[config.mk]
export PLATFORM = sky130hd
export DESIGN_NAME = ifcc_front
export DESIGN_NICKNAME = d
export VERILOG_FILES = /design/src/rtl/core/ifcc_pkg.sv /design/src/rtl/core/ifcc_front.sv
export SDC_FILE = /design/constraint.sdc
export NUM_CORES = 1
export LEC_CHECK = 0
export BUFFER_PORTS_ARGS = -buffer_cell sky130_fd_sc_hd__buf_2
export CAP_MARGIN = 20
export CORE_MARGIN = 3
export CORE_UTILIZATION = 50
export CTS_CLUSTER_SIZE = 28
export DETAILED_ROUTE_END_ITERATION = 10
export GPL_ROUTABILITY_DRIVEN = 0
export PLACE_DENSITY_LB_ADDON = 0.25
export SLEW_MARGIN = 10
export SYNTH_ARGS = -nofsm -noshare
export SYNTH_HDL_FRONTEND = slang
export SYNTH_SLANG_ARGS = --single-unit
[constraint.sdc]
create_clock -name clk -period 6.6 [get_ports clk]
set_input_delay 0.99 -clock clk [delete_from_list [all_inputs] [get_ports clk]]
set_output_delay 0.99 -clock clk [all_outputs]
set_load 0.01 [all_outputs]
[src/rtl/core/ifcc_pkg.sv]
package ifcc_pkg;

  localparam int unsigned MAX_PAYLOAD_DEF = 1024;
  localparam int unsigned QUEUE_DEPTH     = 2;

  localparam logic [15:0] CRC_POLY = 16'h1021;
  localparam logic [15:0] CRC_TOP  = 16'h8000;

  localparam logic [1:0] ST_OK       = 2'd0;
  localparam logic [1:0] ST_MISMATCH = 2'd1;
  localparam logic [1:0] ST_SHORT    = 2'd2;
  localparam logic [1:0] ST_TOO_LONG = 2'd3;

  typedef struct packed {
    logic [7:0] data_byte;
    logic       frame_start;
    logic       frame_end;
  } in_item_t;

  typedef struct packed {
    logic [1:0]  status;
    logic [15:0] payload_length;
    logic [15:0] computed_crc;
    logic [15:0] received_crc;
  } out_item_t;

  // classified byte handed from the front to the back
  typedef struct packed {
    logic [7:0]  data_byte;
    logic        first;
    logic        crc_en;
    logic        rcrc_lo;
    logic        rcrc_hi;
    logic        last;
    logic        check_crc;
    logic [1:0]  pre_status;
    logic [15:0] length;
  } cmd_t;

  // one byte of crc-16, msb first
  function automatic logic [15:0] crc_byte(input logic [15:0] crc, input logic [7:0] b);
    logic [15:0] c;
    c = crc ^ {b, 8'h00};
    for (int k = 0; k < 8; k++) begin
      if ((c & CRC_TOP) != 16'h0000) begin
        c = {c[14:0], 1'b0} ^ CRC_POLY;
      end else begin
        c = {c[14:0], 1'b0};
      end
    end
    return c;
  endfunction

endpackage

[src/rtl/core/ifcc_front.sv]
module ifcc_front #(
  parameter int unsigned MAX_PAYLOAD = ifcc_pkg::MAX_PAYLOAD_DEF
) (
  input  logic              clk,
  input  logic              rst_n,
  input  logic              accept,
  input  ifcc_pkg::in_item_t item,
  output ifcc_pkg::cmd_t    cmd
);
  import ifcc_pkg::*;

  localparam logic [15:0] POS_LEN_LO  = 16'd2;
  localparam logic [15:0] POS_LEN_HI  = 16'd3;
  localparam logic [15:0] POS_RCRC_LO = 16'd4;
  localparam logic [15:0] POS_RCRC_HI = 16'd5;
  localparam logic [15:0] HDR_BYTES   = 16'd4;
  localparam logic [16:0] PAY_OFFSET  = 17'd6;
  localparam logic [15:0] POS_MAX     = 16'hFFFF;
  localparam logic [15:0] MAX_LEN     = 16'(MAX_PAYLOAD);

  logic [15:0] pos_r, pos_nxt;
  logic [15:0] len_r, len_nxt;
  logic [15:0] pos;
  logic [15:0] len;
  logic [15:0] len_new;
  logic [15:0] count;
  logic [16:0] pay_end;
  logic        live;

  always_comb begin
    pos     = item.frame_start ? 16'h0000 : pos_r;
    len     = item.frame_start ? 16'h0000 : len_r;
    live    = (pos != POS_MAX);
    pay_end = {1'b0, len} + PAY_OFFSET;

    len_new = len;
    if (live && pos == POS_LEN_LO) begin
      len_new = {len[15:8], item.data_byte};
    end else if (live && pos == POS_LEN_HI) begin
      len_new = {item.data_byte, len[7:0]};
    end
    count = live ? pos + 16'd1 : pos;

    cmd           = '0;
    cmd.data_byte = item.data_byte;
    cmd.first     = (pos == 16'h0000);
    cmd.crc_en    = live && ((pos < HDR_BYTES) ||
                             (({1'b0, pos} >= PAY_OFFSET) && ({1'b0, pos} < pay_end)));
    cmd.rcrc_lo   = live && (pos == POS_RCRC_LO);
    cmd.rcrc_hi   = live && (pos == POS_RCRC_HI);
    cmd.last      = item.frame_end;
    cmd.length    = len_new;
    cmd.check_crc = 1'b0;
    if ({1'b0, count} < PAY_OFFSET) begin
      cmd.pre_status = ST_SHORT;
    end else if (len_new > MAX_LEN) begin
      cmd.pre_status = ST_TOO_LONG;
    end else if ({1'b0, count} < ({1'b0, len_new} + PAY_OFFSET)) begin
      cmd.pre_status = ST_SHORT;
    end else begin
      cmd.pre_status = ST_OK;
      cmd.check_crc  = 1'b1;
    end

    pos_nxt = pos_r;
    len_nxt = len_r;
    if (accept) begin
      if (item.frame_end) begin
        pos_nxt = 16'h0000;
        len_nxt = 16'h0000;
      end else begin
        pos_nxt = count;
        len_nxt = len_new;
      end
    end
  end

  always_ff @(posedge clk) begin
    if (!rst_n) begin
      pos_r <= 16'h0000;
      len_r <= 16'h0000;
    end else begin
      pos_r <= pos_nxt;
      len_r <= len_nxt;
    end
  end

endmodule

After elaboration in Yosys (flattened, before gate mapping):

Cells that the tools add are included.

* output and inout port bits: 32
* input port bits: 13
* logic and storage cells: 37
* bits in registers: 32

* reduce and logical (&&, ||, !) cells: 8
* $add $sub $neg: 3
* equality and inequality tests: 5
* $lt $le $gt $ge: 6
* muxes and demuxes: 13

Operator list (number)
* $mux 16: 7
* $add 16x3->17 const B: 2
* $lt 16x17->1: 2
* $eq 16x2->1 const B: 2
* $eq 16x3->1 const B: 2
* $lt 16x3->1 const B: 2
* $add 16x1->16 const B: 1
* $ge 16x3->1 const B: 1
* $gt 16x11->1 const B: 1
* $logic_not 16->1: 1
* $ne 16x16->1 const B: 1
* $logic_and 1x1->1: 6
* $mux 2: 3
* $mux 1: 3
* $logic_or 1x1->1: 1

Longest topological paths before layout:

Gate-level depths: netlist of the first run.

* depth after elaboration: 10
* mapped depth: 20
* mapped depth without buffers: 18

Worst setup path before layout of the first run:

Ideal clock, no wire load.

* path type: input -> output
* from: input item[1] in the netlist's numbering
* to: output cmd[17] in the netlist's numbering
* buffers on the path: 2
* stages on the path: 17
* path slack: 1174 ps
* required time: 5610 ps
* data arrival time: 4436 ps
* cells stage by stage: buf_2 -> clkinv_1 -> nand2_1 -> ha_1 -> o21a_1 -> clkbuf_1 -> nand2_1 -> o21a_1 -> ha_1 -> o21bai_1 -> nor2_1 -> xnor2_1 -> ha_1 -> nand4_1 -> nor4_1 -> a221oi_1 -> or4_1

RTL lines
* start, declared: line ifcc_front.sv:7 `input ifcc_pkg::in_item_t item,`
* end, declared: line ifcc_front.sv:8 `output ifcc_pkg::cmd_t cmd`

==> results.toml, run 1 <==
[clock_tree]
cts_tree = "yes"
post_cts_resized = 0
clock-root-buffer = "clkbuf_8"
cts_buffer_depth = 2
cts_max_level = 2
clk-insertion-delay-late_ns = 0.29
clk_pin_slew_ns = 0.07
hold_buffers = 0
cts-buffers-inserted = 5
postCtsSetupBuffers = 0
clock-sinks = 32

[detailed_routing]
num_vias = 4214
drt_wl_total_mm = 12.54
drt_first_pass_iters = 5
drt_iter0_drc = 411
vias_per_cell = 6.366
detail-route-antenna-nets = 0
route.detailed.drc = 0
avgRoutedWirePerCell_um = 18.94

[placement]
dp.cells = 654
place_area_mm2 = 0.004123
post-dp-hpwl_mm = 9.492
post-place-ws_ns = 0.7626
port_buffers = 44

[sta]
hold_ws_ns = 0.6453
min_period_ns = 5.920
finalClockSkew_ns = 0.007404
final-max-slew-violation-count = 0
tns_ns = 0
finalHoldViolCount = 0
fin_crit_sh = 0.8970
setup_viol_count_final = 0
setup_ws_ns = 0.6797
worst_pin_slew_ns = 0.7501
relSlewSlack = 0.4870
grt_setup_unrepaired = "no"
clock.fmax_ghz = 0.1689

[cells_and_area]
num-fill-cells = 754
area_delta_synth_final_pct = 6.181
drive_gt1_frac = 0.1261
instances_no_fill = 662
fin_util = 0.5628
diodes = 0
nets = 602
design_area_mm2 = 0.004213

[outcome]
status = "complete, no violations"

[yosys]
yosys.area.top_type_share = 0.1615
avgSynthCellArea_um2 = 7.240
ys.warnings.count = 0
ys_async_sr_fraction = 0
synth_fp_nets = 588
synthCells = 548
synth_ff_type = "dfxtp_1"
synth_top_area_cell = "dfxtp_1"
synthTopCellsByCount = "nor2_1 (44), inv_1 (40), nand2_1 (33), dfxtp_1 (32), xnor2_1 (28)"
yosysSeqAreaShare = 0.1615
synth_edf_count = 0
ys_types = 68
synth.most_common_cell = "nor2_1"
syn_area_mm2 = 0.003968
yosys-top-cells-area = "dfxtp_1 (16%), ha_1 (8.5%), xnor2_1 (6.2%), and2_1 (4.3%), nor2_1 (4.2%)"
synth-seq-cells = 32

[die]
start_util = 0.5300
num_io_pins = 45
core_area_mm2 = 0.007486
die_w_um = 95.08
row_count = 31
die-area_mm2 = 0.009040
die_h_um = 95.08

[power_and_ir_drop]
vdd_ir_drop_max_v = 0.00007177
p_leak_nw = 1.717
p_per_area_mw_per_mm2 = 95.63
p_total_mw = 0.4029

[setup_path]
slowest_stage = "o21a_1"
cp-end-kind = "output pin"
start_kind = "input port"
critPathMaxFanout = 13
worstSetupStartpoint = "item[1]"
critPathBufInv = 3
worstReg2RegEnd = "len_r[10]"
max_stage_delay_ns = 0.42
crit_path_end = "cmd[17]"
crit_cells = 17
cpMostUsedCell = "ha_1"
critPathRequiredTime_ns = 5.61
cp.arrival_ns = 4.93
rr_startpoint = "pos_r[6]"
critPathKind = "input port to output pin"
r2r_setup_slack_ns = 3.85
cp_top_family = "compound AO/OA/AOI/OAI gates"
cp_cell_sequence = "buf_2 -> clkinv_1 -> nand2_1 -> ha_1 -> o21a_1 -> nand2_1 -> o21a_1 -> ha_1 -> o21bai_1 -> nor4_1 -> xnor2_1 -> ha_1 -> a2111oi_0 -> o211ai_1 -> a221oi_1 -> or4_1 -> buf_2"
r2r_cells = 8

[global_route]
grt_use_total = 0.2878
grt_max_degree = 63
overflow = 0
antenna_found_initial = 0
grt_pass1_wl_mm = 20.38
grt_pass1_vias = 3933

[worst_hold_path]
hold_class = "flip-flop to flip-flop"

[run]
maxCapViolCount = 0
## placed cells by master, fill, tap and decap left out, types with 6 or more instances in the layout
master | netlist | routed
ha_1 | 27 | 27
nor2_1 | 44 | 44
nor3_1 | 18 | 18
and2_1 | 27 | 27
mux2i_1 | 7 | 7
nand3_1 | 12 | 12
o21ai_0 | 22 | 22
buf_2 | 10 | 44
clkbuf_8 | 0 | 6
o22ai_1 | 16 | 16
xnor2_1 | 28 | 28
xor2_1 | 7 | 7
inv_1 | 40 | 40
a22o_1 | 6 | 6
nand2_1 | 33 | 33
nand4_1 | 13 | 13
dfxtp_1 | 32 | 32
a21oi_1 | 27 | 27
or3_1 | 6 | 6
nor4_1 | 9 | 9
and3_1 | 11 | 11
mux2_2 | 6 | 6
nor2b_1 | 23 | 23
a31oi_1 | 7 | 7
## flip-flops by register name (all words and copies together), names as in the netlist
name   count
len_r     16
pos_r     16
## layout make-up
cell class | instances | area, µm² | area share
Timing Repair Buffer | 48 | 250.2 | 0.05940
Inverter | 42 | 157.7 | 0.03742
Clock buffer | 8 | 90.09 | 0.02138
Sequential cell | 32 | 640.6 | 0.1521
Tap cell | 99 | 123.9 | 0.02940
Multi-Input combinational cell | 433 | 2950 | 0.7003
## worst min-delay path by stage
stage	endpoint	startpoint	depth (start not counted)	slack (ns)
after CTS	pos_r[9]	pos_r[9]	2	0.64
after floorplan	pos_r[9]	pos_r[9]	2	0.58
final	len_r[13]	len_r[13]	3	0.65
after global placement	pos_r[9]	pos_r[9]	2	0.62
after detailed placement	pos_r[9]	pos_r[9]	2	0.63
after global routing	pos_r[9]	pos_r[9]	2	0.68
## worst reg2reg max path: stages, from the launching register on
cell and delay [ns]:
dfxtp_1 0.46, nor4_2 0.39, and4_1 0.45, nor4b_4 0.26, buf_4 0.31, nor3_1 0.08, a21oi_1 0.37, o22ai_1 0.15
and2_1 0.18
## cells by family after synthesis
| group | synth area share |
|---|---|
| AOI/OAI and AO/OA | 0.2173 |
| xor gates and xnor gates | 0.07726 |
| adders and majority gates | 0.08767 |
| buffers and inverters | 0.09492 |
| DFF | 0.1615 |
| muxes | 0.03469 |
| and+or+nand+nor | 0.3267 |
## layer usage
layer	vias up	GRT usage	wire (µm)
met4	0	0.09856	260
met2	229	0.4262	5429
met3	23	0.06235	1355
met1	1957	0.4095	5489
li1	2005	-	-
met5	-	0	0
## power breakdown
group          leakage [nW]  internal (mW)  switching [mW]
Sequential            0.258          0.193        0.000905
Combinational          1.41         0.0132          0.0326
Clock                0.0455         0.0851          0.0776
Total                  1.72          0.292           0.111
(Power assumes the default switching activity.)
==> inputs of run 2 (changes only) <==
--- a/config.mk
+++ b/config.mk
@@ -5,10 +5,12 @@
 export SDC_FILE = /design/constraint.sdc
 export NUM_CORES = 1
 export LEC_CHECK = 0
+export ABC_AREA = 1
 export BUFFER_PORTS_ARGS = -buffer_cell sky130_fd_sc_hd__buf_2
 export CAP_MARGIN = 20
 export CORE_MARGIN = 3
 export CORE_UTILIZATION = 50
+export CTS_CLUSTER_DIAMETER = 80
 export CTS_CLUSTER_SIZE = 28
 export DETAILED_ROUTE_END_ITERATION = 10
 export GPL_ROUTABILITY_DRIVEN = 0
==> run 2 against run 1 <==
- cell area up 2.0%
- via count rose by 7.0%
- core utilization grew 1.4 points
- non-clock buffer count up 1
- hold slack worse by 0.17 ns
- sequential power is essentially flat
- clock power is 33% higher
- sequential share of layout area decreased by 0.30 points
- cell count up 23%
- clock skew increased by 0.0028 ns
- critical endpoint unchanged
==> results.toml, run 2 <==
[yosys]
synth.most_common_cell = "nand2_1"
synthCells = 685
yosysSeqAreaShare = 0.1628
yosys.area.top_type_share = 0.1994
ys_types = 39
avgSynthCellArea_um2 = 5.745
yosys-top-cells-area = "nand2_1 (20%), dfxtp_1 (16%), ha_1 (8.6%), inv_1 (7.9%), nand3_1 (7.4%)"
synth_top_area_cell = "nand2_1"
syn_area_mm2 = 0.003935
synth-seq-cells = 32
synth_ff_type = "dfxtp_1"
ys_async_sr_fraction = 0
synth_edf_count = 0
synth_fp_nets = 725
ys.warnings.count = 0
synthTopCellsByCount = "nand2_1 (209), inv_1 (83), nor2_1 (77), nand3_1 (58), a21oi_1 (45)"

[global_route]
grt_pass1_vias = 4089
overflow = 0
grt_pass1_wl_mm = 20.02
grt_max_degree = 34
grt_use_total = 0.2891
antenna_found_initial = 0

[die]
num_io_pins = 45
start_util = 0.5284
die_h_um = 94.72
die-area_mm2 = 0.008971
core_area_mm2 = 0.007447
row_count = 31
die_w_um = 94.72

[clock_tree]
postCtsSetupBuffers = 0
hold_buffers = 0
post_cts_resized = 0
clock-root-buffer = "clkbuf_8"
clock-sinks = 32
cts_tree = "yes"
cts_max_level = 2
cts_buffer_depth = 2
clk-insertion-delay-late_ns = 0.30
cts-buffers-inserted = 5
clk_pin_slew_ns = 0.07

[sta]
setup_viol_count_final = 0
setup_ws_ns = 0.4943
final-max-slew-violation-count = 0
finalHoldViolCount = 0
min_period_ns = 6.106
grt_setup_unrepaired = "no"
hold_ws_ns = 0.4739
clock.fmax_ghz = 0.1638
finalClockSkew_ns = 0.01021
fin_crit_sh = 0.9251
worst_pin_slew_ns = 0.5852
tns_ns = 0
relSlewSlack = 0.6094

[setup_path]
critPathKind = "input port to output pin"
cp.arrival_ns = 5.12
critPathMaxFanout = 28
critPathRequiredTime_ns = 5.61
start_kind = "input port"
cp-end-kind = "output pin"

[cells_and_area]
ff_latch_area_um2 = 640.6
fin_util = 0.5771
nets = 754
drive_gt1_frac = 0.1455
area_delta_synth_final_pct = 9.221
diodes = 0
final_cell_mix = "nand2_1 (209), inv_1 (83), nor2_1 (76)"
reg_top3 = "len_r: 16 flops, pos_r: 16 flops"
num-fill-cells = 799
final_common_cell = "nand2_1"
multiInputGateArea_mm2 = 0.002761

[worst_hold_path]
hold_class = "flip-flop to flip-flop"

[power_and_ir_drop]
p_per_area_mw_per_mm2 = 105.3
vdd_ir_drop_max_v = 0.00007840
p_leak_nw = 2.178
p_total_mw = 0.4525

[placement]
post-place-ws_ns = 0.5938
port_buffers = 44
post-dp-hpwl_mm = 10.11

[detailed_routing]
num_vias = 4509
detail-route-antenna-nets = 0
drt_iter0_drc = 428
drt_wl_total_mm = 12.50
vias_per_cell = 5.539
avgRoutedWirePerCell_um = 15.36
route.detailed.drc = 0
drt_first_pass_iters = 7

[run]
maxCapViolCount = 0

[outcome]
status = "complete, no violations"
-- run 2: cell types whose count changed after synthesis, sizes merged, moves of 10 or more --
cell / change
a21oi: +17
and3: -10
nand3: +47
xor2: +15
inv: +56
nor2b: -23
o22ai: -16
nor2: +44
nand2: +185
xnor2: -27
nor4: -11
and2: -27
-- run 2: power by group --
group | switching, mW | internal, mW
combinational | 0.0294 | 0.0121
sequential | 0.000428 | 0.193
clock | 0.0838 | 0.133
total | 0.114 | 0.339
-- run 2: path summary, 6_finish.rpt --
check / cells past startpoint / slack (ns) / to / start
worst max register to register: 12 / 4.23 / pos_r[2] / pos_r[0]
worst min-delay path: 2 / 0.47 / len_r[15] / len_r[15]
worst max-delay path: 28 / 0.49 / cmd[17] / item[1]
worst min register to register: 2 / 0.47 / len_r[15] / len_r[15]
-- run 2: area by class of cell --
type,instances,share of cell area
sequential,32,0.1491
inverter,96,0.08384
multi-input combinational,530,0.6425
clock buffer,7,0.02242
tap,99,0.02882
clock inverter,1,0.006987
timing repair buffer,49,0.06638
-- run 2: logic make-up (layout without fill, tap and decap cells) --
| family | after synthesis | in the layout | share of synthesized area |
|---|---|---|---|
| XOR/XNOR | 23 | 23 | 0.05119 |
| flip-flops | 32 | 32 | 0.1628 |
| buffers and inverters | 123 | 153 | 0.1361 |
| AO/OA/AOI/OAI | 83 | 83 | 0.1212 |
| AND/OR/NAND/NOR | 397 | 397 | 0.4429 |
| adder cells (fa/ha/maj) | 27 | 27 | 0.08585 |
-- run 2: critical path, stage by stage --
cell	delay, ns
buf_2	0.37
inv_2	0.34
nand2_1	0.23
nand4_1	0.18
nor2_4	0.38
nand2_8	0.21
nand2_1	0.11
nand2_1	0.11
inv_2	0.08
ha_1	0.14
inv_1	0.06
nand3_1	0.12
nor2_1	0.07
nand2_1	0.12
o211ai_1	0.11
ha_1	0.32
nand4_1	0.15
nor3_1	0.32
nand2_1	0.09
nand2_1	0.07
nand2_1	0.05
nand2_1	0.05
nand2_1	0.04
nand2_1	0.05
nand2_1	0.06
nand2_1	0.07
nand2b_1	0.06
buf_2	0.14
-- run 2: metal layers --
layer / vias up / GRT usage / wire length (µm)
li1: 2230 / - / -
met1: 2044 / 0.3791 / 5450
met2: 201 / 0.4750 / 5599
met3: 34 / 0.04781 / 1037
met4: 0 / 0.1058 / 414
met5: - / 0 / 0
-- run 2: stage by stage --
| stage | cells | cell area [µm²] |
|---|---|---|
| CTS | 812 | 4255 |
| floorplan | 685 | 3935 |
| finish | 814 | 4298 |
| global route | 814 | 4298 |
| detailed placement | 804 | 4129 |
| global placement | 804 | 4129 |
